`src/dda_pkg.sv`:
```
// Package for the DDA line rasterizer: fixed field widths, opcodes and the
// widths that follow from the Q12.4 endpoint format. No dependencies.
package dda_pkg;

    localparam int IN_W     = 16;  // Q12.4 endpoint coordinate
    localparam int IN_FRAC  = 4;
    localparam int DELTA_W  = 17;  // difference of two endpoints
    localparam int MAG_W    = 16;  // magnitude of a delta, at most 65535
    localparam int COUNT_W  = 12;  // pixels still to come after the current one
    localparam int COLOUR_W = 24;

    localparam logic [COLOUR_W-1:0] COLOUR_RESET = 24'hFFFFFF;

    typedef enum logic
    {
        OP_LOAD = 1'b0,
        OP_STEP = 1'b1
    } op_t;

endpackage

```
`src/dda_line_rasterizer.sv`:
```
// Latency: a step item shows its pixel in the output register the cycle after its transfer.
// Throughput: one step item per cycle while the output is taken; a load runs the shared
// restoring divider for the two increments, the x increment and then the y increment.
// The block holds in_ready low while the divider iterates; a zero-length line skips it.
// Reset (asynchronous, active low) clears the line state and sets the colour to white.
// Top level of the DDA line rasterizer; depends on dda_pkg.
module dda_line_rasterizer
    import dda_pkg::*;
#(
    parameter int FRAC_BITS = 16,
    parameter int INT_BITS  = 12
)
(
    input  logic                       clk,
    input  logic                       rst_n,

    input  logic                       cfg_valid,
    output logic                       cfg_ready,
    input  logic [COLOUR_W-1:0]        cfg_data,

    input  logic                       in_valid,
    output logic                       in_ready,
    input  logic                       op,
    input  logic signed [IN_W-1:0]     start_x,
    input  logic signed [IN_W-1:0]     start_y,
    input  logic signed [IN_W-1:0]     end_x,
    input  logic signed [IN_W-1:0]     end_y,

    output logic                       out_valid,
    input  logic                       out_ready,
    output logic signed [INT_BITS-1:0] pixel_x,
    output logic signed [INT_BITS-1:0] pixel_y,
    output logic [COLOUR_W-1:0]        colour,
    output logic                       valid_res,
    output logic                       last
);

    // Integer part of the position: endpoint range plus the half-pixel bias and a sign bit.
    localparam int PINT_MIN = IN_W - IN_FRAC + 2;
    localparam int PINT_W   = (INT_BITS > PINT_MIN) ? INT_BITS : PINT_MIN;
    localparam int POS_W    = PINT_W + FRAC_BITS;
    localparam int STEP_W   = FRAC_BITS + 2;
    localparam int Q_W      = FRAC_BITS + 1;
    localparam int CNT_W    = $clog2(FRAC_BITS + 1);
    localparam int SHIFT    = FRAC_BITS - IN_FRAC;

    localparam logic [CNT_W-1:0]        CNT_LAST = CNT_W'(FRAC_BITS);
    localparam logic signed [POS_W-1:0] HALF     = POS_W'(1) <<< (FRAC_BITS - 1);

    typedef enum logic [1:0]
    {
        ST_IDLE,
        ST_DIV_X,
        ST_DIV_Y
    } state_t;

    state_t                     state_reg, state_next;
    logic [COLOUR_W-1:0]        colour_reg, colour_next;
    logic signed [POS_W-1:0]    pos_x_reg, pos_x_next;
    logic signed [POS_W-1:0]    pos_y_reg, pos_y_next;
    logic signed [STEP_W-1:0]   step_x_reg, step_x_next;
    logic signed [STEP_W-1:0]   step_y_reg, step_y_next;
    logic [COUNT_W-1:0]         pixels_left_reg, pixels_left_next;
    logic                       line_active_reg, line_active_next;

    // Shared divider state
    logic [MAG_W:0]             rem_reg, rem_next;
    logic [MAG_W-1:0]           span_reg, span_next;
    logic [MAG_W-1:0]           ay_reg, ay_next;
    logic                       neg_x_reg, neg_x_next;
    logic                       neg_y_reg, neg_y_next;
    logic [Q_W-1:0]             quo_reg, quo_next;
    logic [CNT_W-1:0]           cnt_reg, cnt_next;

    // Output register
    logic                       out_valid_reg, out_valid_next;
    logic [INT_BITS-1:0]        pix_x_reg, pix_x_next;
    logic [INT_BITS-1:0]        pix_y_reg, pix_y_next;
    logic [COLOUR_W-1:0]        out_colour_reg, out_colour_next;
    logic                       valid_res_reg, valid_res_next;
    logic                       last_reg, last_next;

    logic                       in_fire;
    logic signed [DELTA_W-1:0]  dx, dy;
    logic [DELTA_W-1:0]         ndx, ndy;
    logic [MAG_W-1:0]           ax, ay, span_w;
    logic signed [POS_W-1:0]    base_x, base_y;
    logic                       div_ge;
    logic [MAG_W:0]             div_diff;
    logic [Q_W-1:0]             div_quo;
    logic signed [STEP_W-1:0]   quo_ext;
    logic signed [STEP_W-1:0]   quo_neg;

    function automatic logic [INT_BITS-1:0] trunc_pix(input logic signed [POS_W-1:0] p);
        logic signed [PINT_W-1:0] ip;
        ip = p[POS_W-1:FRAC_BITS];
        // Floor plus one gives truncation toward zero for a negative value with a fraction.
        if (p[POS_W-1] && (p[FRAC_BITS-1:0] != '0))
        begin
            ip = ip + PINT_W'(1);
        end
        return ip[INT_BITS-1:0];
    endfunction

    assign cfg_ready = 1'b1;
    assign in_ready  = (state_reg == ST_IDLE) && (!out_valid_reg || out_ready);
    assign in_fire   = in_valid && in_ready;

    assign out_valid = out_valid_reg;
    assign pixel_x   = pix_x_reg;
    assign pixel_y   = pix_y_reg;
    assign colour    = out_colour_reg;
    assign valid_res = valid_res_reg;
    assign last      = last_reg;

    always_comb
    begin
        dx     = DELTA_W'(end_x) - DELTA_W'(start_x);
        dy     = DELTA_W'(end_y) - DELTA_W'(start_y);
        ndx    = -dx;
        ndy    = -dy;
        ax     = dx[DELTA_W-1] ? ndx[MAG_W-1:0] : dx[MAG_W-1:0];
        ay     = dy[DELTA_W-1] ? ndy[MAG_W-1:0] : dy[MAG_W-1:0];
        span_w = (ax > ay) ? ax : ay;

        base_x = POS_W'(start_x) <<< SHIFT;
        base_y = POS_W'(start_y) <<< SHIFT;
        if (dx > 0)
        begin
            base_x = base_x + HALF;
        end
        else if (dx < 0)
        begin
            base_x = base_x - HALF;
        end
        if (dy > 0)
        begin
            base_y = base_y + HALF;
        end
        else if (dy < 0)
        begin
            base_y = base_y - HALF;
        end

        // One restoring step: compare, subtract, shift in a quotient bit.
        div_ge   = rem_reg >= {1'b0, span_reg};
        div_diff = div_ge ? (rem_reg - {1'b0, span_reg}) : rem_reg;
        div_quo  = {quo_reg[Q_W-2:0], div_ge};
        quo_ext  = STEP_W'(div_quo);
        quo_neg  = -quo_ext;
    end

    always_comb
    begin
        state_next       = state_reg;
        colour_next      = colour_reg;
        pos_x_next       = pos_x_reg;
        pos_y_next       = pos_y_reg;
        step_x_next      = step_x_reg;
        step_y_next      = step_y_reg;
        pixels_left_next = pixels_left_reg;
        line_active_next = line_active_reg;
        rem_next         = rem_reg;
        span_next        = span_reg;
        ay_next          = ay_reg;
        neg_x_next       = neg_x_reg;
        neg_y_next       = neg_y_reg;
        quo_next         = quo_reg;
        cnt_next         = cnt_reg;
        out_valid_next   = out_valid_reg && !out_ready;
        pix_x_next       = pix_x_reg;
        pix_y_next       = pix_y_reg;
        out_colour_next  = out_colour_reg;
        valid_res_next   = valid_res_reg;
        last_next        = last_reg;

        if (cfg_valid && cfg_ready)
        begin
            colour_next = cfg_data;
        end

        unique case (state_reg)
            ST_IDLE:
            begin
                if (in_fire && (op_t'(op) == OP_LOAD))
                begin
                    pos_x_next       = base_x;
                    pos_y_next       = base_y;
                    pixels_left_next = span_w[MAG_W-1:IN_FRAC];
                    line_active_next = 1'b1;
                    span_next        = span_w;
                    ay_next          = ay;
                    neg_x_next       = dx[DELTA_W-1];
                    neg_y_next       = dy[DELTA_W-1];
                    rem_next         = {1'b0, ax};
                    quo_next         = '0;
                    cnt_next         = '0;
                    step_x_next      = '0;
                    step_y_next      = '0;
                    if (span_w != '0)
                    begin
                        state_next = ST_DIV_X;
                    end
                end
                else if (in_fire)
                begin
                    out_valid_next = 1'b1;
                    if (line_active_reg)
                    begin
                        pix_x_next      = trunc_pix(pos_x_reg);
                        pix_y_next      = trunc_pix(pos_y_reg);
                        out_colour_next = colour_reg;
                        valid_res_next  = 1'b1;
                        if (pixels_left_reg == '0)
                        begin
                            last_next        = 1'b1;
                            line_active_next = 1'b0;
                        end
                        else
                        begin
                            last_next        = 1'b0;
                            pixels_left_next = pixels_left_reg - COUNT_W'(1);
                            pos_x_next       = pos_x_reg + POS_W'(step_x_reg);
                            pos_y_next       = pos_y_reg + POS_W'(step_y_reg);
                        end
                    end
                    else
                    begin
                        pix_x_next      = '0;
                        pix_y_next      = '0;
                        out_colour_next = '0;
                        valid_res_next  = 1'b0;
                        last_next       = 1'b0;
                    end
                end
            end

            ST_DIV_X:
            begin
                rem_next = {div_diff[MAG_W-1:0], 1'b0};
                quo_next = div_quo;
                cnt_next = cnt_reg + CNT_W'(1);
                if (cnt_reg == CNT_LAST)
                begin
                    step_x_next = neg_x_reg ? quo_neg : quo_ext;
                    rem_next    = {1'b0, ay_reg};
                    quo_next    = '0;
                    cnt_next    = '0;
                    state_next  = ST_DIV_Y;
                end
            end

            ST_DIV_Y:
            begin
                rem_next = {div_diff[MAG_W-1:0], 1'b0};
                quo_next = div_quo;
                cnt_next = cnt_reg + CNT_W'(1);
                if (cnt_reg == CNT_LAST)
                begin
                    step_y_next = neg_y_reg ? quo_neg : quo_ext;
                    cnt_next    = '0;
                    state_next  = ST_IDLE;
                end
            end

            default:
            begin
                state_next = ST_IDLE;
            end
        endcase
    end

    always_ff @(posedge clk or negedge rst_n)
    begin
        if (!rst_n)
        begin
            state_reg       <= ST_IDLE;
            colour_reg      <= COLOUR_RESET;
            pos_x_reg       <= '0;
            pos_y_reg       <= '0;
            step_x_reg      <= '0;
            step_y_reg      <= '0;
            pixels_left_reg <= '0;
            line_active_reg <= 1'b0;
            rem_reg         <= '0;
            span_reg        <= '0;
            ay_reg          <= '0;
            neg_x_reg       <= 1'b0;
            neg_y_reg       <= 1'b0;
            quo_reg         <= '0;
            cnt_reg         <= '0;
            out_valid_reg   <= 1'b0;
            pix_x_reg       <= '0;
            pix_y_reg       <= '0;
            out_colour_reg  <= '0;
            valid_res_reg   <= 1'b0;
            last_reg        <= 1'b0;
        end
        else
        begin
            state_reg       <= state_next;
            colour_reg      <= colour_next;
            pos_x_reg       <= pos_x_next;
            pos_y_reg       <= pos_y_next;
            step_x_reg      <= step_x_next;
            step_y_reg      <= step_y_next;
            pixels_left_reg <= pixels_left_next;
            line_active_reg <= line_active_next;
            rem_reg         <= rem_next;
            span_reg        <= span_next;
            ay_reg          <= ay_next;
            neg_x_reg       <= neg_x_next;
            neg_y_reg       <= neg_y_next;
            quo_reg         <= quo_next;
            cnt_reg         <= cnt_next;
            out_valid_reg   <= out_valid_next;
            pix_x_reg       <= pix_x_next;
            pix_y_reg       <= pix_y_next;
            out_colour_reg  <= out_colour_next;
            valid_res_reg   <= valid_res_next;
            last_reg        <= last_next;
        end
    end

    // The partial remainder stays below twice the divisor during the division.
    a_rem_bound: assert property (@(posedge clk) disable iff (!rst_n)
        (state_reg != ST_IDLE) |-> (rem_reg < {span_reg, 1'b0}))
        else $error("divider remainder out of range");

    // A load with a nonzero span starts the x division.
    a_load_div: assert property (@(posedge clk) disable iff (!rst_n)
        (in_fire && (op_t'(op) == OP_LOAD) && (span_w != '0)) |=> (state_reg == ST_DIV_X))
        else $error("load did not start the divider");

    // The final pixel of a line ends it.
    a_last_ends: assert property (@(posedge clk) disable iff (!rst_n)
        (in_fire && (op_t'(op) == OP_STEP) && line_active_reg && (pixels_left_reg == '0))
        |=> (!line_active_reg && last_reg && valid_res_reg))
        else $error("last pixel did not end the line");

    // A division only runs for an active line.
    a_div_active: assert property (@(posedge clk) disable iff (!rst_n)
        (state_reg != ST_IDLE) |-> line_active_reg)
        else $error("divider running with no line");

endmodule

```
`config.mk`:
```
export PLATFORM = sky130hd
export DESIGN_NAME = dda_line_rasterizer
export DESIGN_NICKNAME = d
export VERILOG_FILES = /design/src/dda_pkg.sv /design/src/dda_line_rasterizer.sv
export SDC_FILE = /design/constraint.sdc
export NUM_CORES = 1
export LEC_CHECK = 0
export BUFFER_PORTS_ARGS = -buffer_cell sky130_fd_sc_hd__buf_4
export CAP_MARGIN = 20
export CORE_MARGIN = 2
export CORE_UTILIZATION = 45
export DETAILED_ROUTE_END_ITERATION = 10
export GPL_TIMING_DRIVEN = 0
export PLACE_DENSITY = 0.62
export SETUP_SLACK_MARGIN = 0.02
export SLEW_MARGIN = 10
export SYNTH_ARGS = -nofsm -noshare
export SYNTH_HDL_FRONTEND = slang
export SYNTH_SLANG_ARGS = --single-unit
```
`constraint.sdc`:
```
create_clock -name clk -period 10.9 [get_ports clk]
set_input_delay 0 -clock clk [delete_from_list [all_inputs] [get_ports clk]]
set_output_delay 0 -clock clk [all_outputs]
set_load 0.02 [all_outputs]
```
==> results of run 1 <==
power by group through the flow:
| stage | Combinational (mW) | Clock [mW] | Sequential, mW |
|---|---|---|---|
| CTS | 2.89 | 1.06 | 1.50 |
| global route | 3.21 | 1.10 | 1.54 |
| global placement | 2.80 | 0 | 1.51 |
| detailed placement | 2.85 | 0 | 1.52 |
| finish | 2.91 | 1.05 | 1.51 |
| floorplan | 1.91 | 0 | 1.51 |
routing by layer:
metal	track usage (%)	wire, um
met5	0	0
met3	2.66	3210
met4	9.23	1990
met1	37.8	28200
met2	47.0	29600
logic make-up (layout without fill, tap and decap cells):
group                    count (synthesis)  after routing  synth area share, %
other                                    1              1               0.0193
flip-flops                             258            258                 33.4
multiplexers                            51             51                 2.80
buffers and inverters                  197            459                 3.95
XOR/XNOR                               185            185                 8.45
AND/OR/NAND/NOR                        742            742                 18.0
adder cells (fa/ha/maj)                143            143                 9.42
AO/OA/AOI/OAI                          702            702                 23.9
repair_timing:
action                                  in CTS  in global routing
hold endpoints to repair                   192                  0
setup buffers                                0                  0
hold buffers                                64                  0
endpoints found under the setup margin       0                  0
through the flow:
stage	utilization, %	power, mW	hold WS, ns	instances
global placement	49.4	4.30	0.238	2966
global route	53.5	5.85	0.0781	3087
finish	53.5	5.47	0.0130	3087
floorplan	-	3.42	-0.296	2279
detailed placement	49.6	4.37	-0.0772	2968
CTS	53.5	5.46	0.00623	3086
final timing paths:
kind,start,endpoint,slack [ns],cells past startpoint
max in group asynchronous,rst_n,span_reg[4],9.23,5
setup / recovery,start_x[0],state_reg[1],4.15,22
hold / removal,end_y[0],ay_reg[0],0.01,4
setup reg to reg,rem_reg[1],step_x_reg[12],6.35,17
min in group asynchronous,rst_n,colour_reg[13],0.54,3
hold reg to reg,span_reg[12],span_reg[12],0.48,1
layout make-up:
type	instances	area, um2	area share (%)
multi-input cells	1824	12100	53.1
clock buffers	41	833	3.64
inverters	100	375	1.64
well taps	546	683	2.99
clock inverters	13	179	0.782
flip-flops and latches	258	6490	28.3
repair buffers	208	1780	7.80
plain buffers	97	390	1.71
layout by cell type (no fill, tap or decap), types with 51 or more instances in the layout:
cell,n
buf_4,144
a21o_1,51
nor2_1,125
xor2_1,87
clkbuf_1,91
dfrtp_1,234
dlygate4sd3_1,63
ha_1,138
o21ai_0,245
inv_1,99
a21oi_1,117
nand2_1,334
xnor2_1,97
critical path, cell delays in order:
cell	delay, ns
dlygate4sd3_1	0.53
buf_4	0.16
ha_1	0.24
fa_1	0.40
nand2b_1	0.22
a21oi_4	0.23
o21a_1	0.26
nor3_2	0.08
nor3_2	0.49
o41ai_2	0.17
xnor2_1	0.81
ha_1	0.40
a21oi_1	0.14
nor2b_1	0.06
o21ai_0	0.18
o21ai_0	0.14
o31ai_2	0.82
clkinv_1	0.51
a221oi_1	0.37
o22ai_1	0.18
o31ai_2	0.41
mux2_1	0.37
==> results_dict.tcl, run 1 <==
set metrics [dict create \
    start_util_pct 45.3 \
    io_pins 147 \
    synthMostInstantiatedCell "nand2_1" \
    synth_area_um2 19400 \
    crit_type "in2reg" \
    synth.avg_cell_area_um2 8.51 \
    diodes 0 \
    vias_per_cell 5.90 \
    clk_latency_ns 0.58 \
    pwr-share-comb_pct 53.2 \
    tns_ns 0 \
    startpoint_type "input port" \
    synth_top_area_cell "dfrtp_1" \
    cts.htree.levels 1 \
    clockBufferDepth 3 \
    cts.clk_slew.worst_paths_ns 0.06 \
    fin_crit_sh_pct 61.9 \
    die_w_um 212 \
    rows 76 \
    cts_tree "built" \
    timing.max_cap.violations 0 \
    grt_max_degree 111 \
    placed_area_um2 21200 \
    fin_crit_ns 6.75 \
    hold_class "in2reg" \
    synth_edf_count 0 \
    largest_reg_flops 48 \
    p_switching_mw 2.51 \
    ant_nets 0 \
    core_area_um2 42800 \
    gr-total-overflow 0 \
    status "completed" \
    pre_cts_ws_ns 4.07 \
    skew_ns 0.0270 \
    async_flop_share_pct 100 \
    fin_ws_ns 4.15 \
    nNetsFinal 2756 \
    route.detailed.wl_per_inst_um 20.4 \
    fillers 3992 \
    internal_power_mw 2.95 \
    synth_top_cells_by_area "dfrtp_1 30%, ha_1 8.9%, nand2_1 6.5%, o21ai_0 6.3%, xnor2_1 4.4%" \
    synth_fp_nets 2516 \
    slew_violations 0 \
    dpl.hpwl_mm 48.6 \
    synth_cells 2279 \
    ys.flop_type "dfrtp_1" \
    port_buffers 141 \
    synth-seq-cells 258 \
    rsz0062_at_grt "no" \
    setup_viol 0 \
    drt_wl_total_mm 63.0 \
    arrival_ns 7.18 \
    grt_pass1_wl_mm 98.5 \
    yosys.area.top_type_share_pct 30.2 \
    synth.distinct_cells 99 \
    area_delta_synth_final_pct 18.0 \
    track_usage_pct 27.9 \
    cts_root_buffer "clkbuf_16" \
    gp_congestion 0.935 \
    cts-buffers-inserted 30 \
    first_pass_iters 6 \
    die_h_um 212 \
    p_per_area_nw_per_um2 239 \
    max-slew-margin-rel_pct 23.0 \
    ir_worst_vdd_v 0.000136 \
    critPathMaxFanout 10 \
    cp.required_ns 11.34 \
    sw_frac_of_total_pct 46.0 \
    first_global_vias 17779 \
    drive_gt1_share_pct 12.2 \
    synth_commonest_cells "334 x nand2_1, 245 x o21ai_0, 234 x dfrtp_1, 138 x ha_1, 125 x nor2_1" \
    clkSinkCount 258 \
    design_area_um2 22900 \
    post_cts_resized 0 \
    endpoint_kind "flip-flop" \
    pwr-share-clk_pct 19.2 \
    pwr-share-seq_pct 27.6 \
    fmax_mhz 148 \
    antenna_found_initial 0 \
    drtIter0Drc 1570 \
    p_leak_nw 10.3 \
    seq_area_frac_synth_pct 33.4 \
    drc 0 \
    yosys_warnings 0 \
    tightest_slew_ns 1.15 \
    via_count 18218 \
    hold_violations 0 \
    dieArea_um2 44800 \
]
Note: power is estimated with default switching activity, not from simulation.
==> inputs of run 2 (changes only) <==
--- a/config.mk
+++ b/config.mk
@@ -5,13 +5,14 @@
 export SDC_FILE = /design/constraint.sdc
 export NUM_CORES = 1
 export LEC_CHECK = 0
+export ABC_AREA = 1
 export BUFFER_PORTS_ARGS = -buffer_cell sky130_fd_sc_hd__buf_4
 export CAP_MARGIN = 20
 export CORE_MARGIN = 2
 export CORE_UTILIZATION = 45
 export DETAILED_ROUTE_END_ITERATION = 10
 export GPL_TIMING_DRIVEN = 0
-export PLACE_DENSITY = 0.62
+export PLACE_DENSITY = 0.61
 export SETUP_SLACK_MARGIN = 0.02
 export SLEW_MARGIN = 10
 export SYNTH_ARGS = -nofsm -noshare
==> constraint.sdc (replaced) <==
create_clock -name clk -period 6.5 [get_ports clk]
set_input_delay 0 -clock clk [delete_from_list [all_inputs] [get_ports clk]]
set_output_delay 0 -clock clk [all_outputs]
set_load 0.02 [all_outputs]
==> results_dict.tcl, run 2 <==
set metrics [dict create \
    setup_viol 0 \
    drt_wl_total_mm 69.2 \
    hold_violations 0 \
    vias_per_cell 5.45 \
    arrival_ns 5.17 \
    core_area_um2 44400 \
    sw_frac_of_total_pct 48.5 \
    cts.clk_slew.worst_paths_ns 0.06 \
    antenna_found_initial 1 \
    synth_cells 2955 \
    p_switching_mw 5.02 \
    p_leak_nw 12.3 \
    status "completed" \
    tns_ns 0 \
    grt_pass1_wl_mm 109 \
    crit_type "in2reg" \
    start_util_pct 45.9 \
    rsz0062_at_grt "no" \
    cts-buffers-inserted 34 \
    clkSinkCount 258 \
    clockBufferDepth 3 \
    holdWs_ns 0.0130 \
    synth_area_um2 20400 \
    drtIter0Drc 1535 \
    route.detailed.wl_per_inst_um 18.1 \
    hold_class "in2reg" \
    startpoint_type "input port" \
    synth_commonest_cells "732 x nand2_1, 402 x inv_1, 265 x o21ai_0, 242 x nor2_1, 234 x dfrtp_1" \
    grt_max_degree 93 \
    port_buffers 143 \
    async_flop_share_pct 100 \
    pwr-share-seq_pct 24.9 \
    synth_top_cells_by_area "dfrtp_1 29%, nand2_1 13%, ha_1 8.5%, inv_1 7.4%, o21ai_0 6.5%" \
    synthMostInstantiatedCell "nand2_1" \
    die_h_um 217 \
    yosys.area.top_type_share_pct 28.8 \
    internal_power_mw 5.32 \
    ir_worst_vdd_v 0.000289 \
    drive_gt1_share_pct 10.2 \
    fmax_mhz 211 \
    fin_crit_sh_pct 72.7 \
    synth-seq-cells 258 \
    dieArea_um2 47000 \
    skew_ns 0.0216 \
    first_global_vias 20185 \
    crit_slowest_cell "dlygate4sd3_1" \
    io_pins 147 \
    synth.distinct_cells 62 \
    gr-total-overflow 0 \
    dpl.hpwl_mm 54.3 \
    worst_path_most_repeated_cell "nand2_1" \
    via_count 20874 \
    crit_start "start_y[0]" \
    synth_fp_nets 3192 \
    fin_crit_ns 4.73 \
    p_per_area_nw_per_um2 428 \
    ys.flop_type "dfrtp_1" \
    layout_common_cells "732 x nand2_1, 402 x inv_1, 265 x o21ai_0, 242 x nor2_1, 234 x dfrtp_1" \
    clk_latency_ns 0.55 \
    endpoint_kind "flip-flop" \
    layout_commonest_cell "nand2_1" \
    cts_tree "built" \
    synth_top_area_cell "dfrtp_1" \
    die_w_um 217 \
    critPathMaxStageDelay_ns 0.54 \
    gp_congestion 0.944 \
    pwr-share-comb_pct 56.0 \
    critPathMaxFanout 10 \
    synth.avg_cell_area_um2 6.89 \
    slew_violations 0 \
    timing.max_cap.violations 0 \
    largest_reg_flops 48 \
    cts_root_buffer "clkbuf_16" \
    tightest_slew_ns 0.917 \
    yosys_warnings 0 \
    cts.htree.levels 2 \
    synth_edf_count 0 \
    seq_area_frac_synth_pct 31.9 \
    cp.required_ns 6.94 \
    ant_nets 0 \
    max-slew-margin-rel_pct 38.7 \
    first_pass_iters 6 \
    pwr-share-clk_pct 19.1 \
    crit_buf_inv 5 \
    rows 77 \
    nNetsFinal 3447 \
    crit_family "simple AND/OR/NAND/NOR gates" \
    fin_total_pwr_mw 10.3 \
    worstHoldStart "start_y[2]" \
    area_delta_synth_final_pct 18.6 \
    r2r-start "rem_reg[2]" \
    post-cts-setup-buffers 0 \
    track_usage_pct 29.3 \
    drc 0 \
]
==> run 2: cell types whose count changed after synthesis, sizes merged, moves of 25 or more <==
cell and change:
a21o -45, a21oi +73, and3 -25, clkbuf -30, inv +319, mux2 -26, mux2i -25, nand2 +421
nand3 +144, nor2 +131, o21ai +53, xnor2 -74
==> run 2: cell families (layout without fill, tap and decap cells) <==
family                     after synthesis  count (layout)  share of synthesized area [%]
adders and majority gates              143             143                           8.97
AOI/OAI and AO/OA                      654             654                           18.0
xor gates and xnor gates                90              90                           3.98
DFF                                    258             258                           31.9
buffers and inverters                  499             779                           9.57
and+or+nand+nor                       1310            1310                           27.6
other                                    1               2                         0.0184
==> run 2: path summary, 6_finish.rpt <==
check                      cells after the start        endpoint  slack, ns
setup / recovery                              33    state_reg[1]       1.77
hold / removal                                 3   pos_y_reg[14]       0.01
setup reg to reg                              25  step_x_reg[16]       1.94
hold reg to reg                                1      cnt_reg[4]       0.47
max in group asynchronous                      4      rem_reg[1]       5.12
min in group asynchronous                      2      colour[16]       0.06
==> run 2: repair_timing <==
action / in CTS / in global routing
hold buffers: 74 / 0
gates resized for setup: 0 / 0
hold endpoints to repair: 129 / 0
==> run 2: stage by stage <==
step / utilization, % / instance area [um2] / instances / setup slack (ns)
2_1_floorplan: - / 20400 / 2955 / 2.86
3_3_place_gp: 49.9 / 22200 / 3690 / 1.83
3_5_place_dp: 50.1 / 22200 / 3692 / 1.78
4_1_cts: 54.4 / 24100 / 3827 / 1.80
5_1_grt: 54.4 / 24100 / 3827 / 1.13
6_report: 54.4 / 24100 / 3828 / 1.77
==> run 2: layout make-up <==
type	instances	area (um2)
Antenna cell	1	2.50
Buffer	80	373
Clock buffer	45	953
Clock inverter	16	211
Fill cell	4386	20300
Inverter	419	1580
Multi-Input combinational cell	2198	11900
Sequential cell	258	6490
Tap cell	592	741
Timing Repair Buffer	219	1880
==> run 2: per-layer routing <==
layer	wire, um	vias up	global-route usage, %
met4	2620	0	11.1
met2	31900	607	48.6
met3	4230	139	4.96
met1	30400	9846	38.4
met5	0	-	0
li1	-	10282	-
==> run 2: power groups by stage <==
stage,clock network (mW),logic (mW),registers [mW]
2_1_floorplan,0,3.87,2.60
3_3_place_gp,0,5.56,2.58
3_5_place_dp,0,5.65,2.59
4_1_cts,2.00,5.73,2.57
5_1_grt,2.06,6.48,2.64
6_report,1.97,5.80,2.58
==> run 2: tightest hold or removal path, delay by kind of cell <==
kind                   cells  cell delay [ns]
AOI/OAI and AO/OA          1             0.27
buffers and inverters      2             0.24
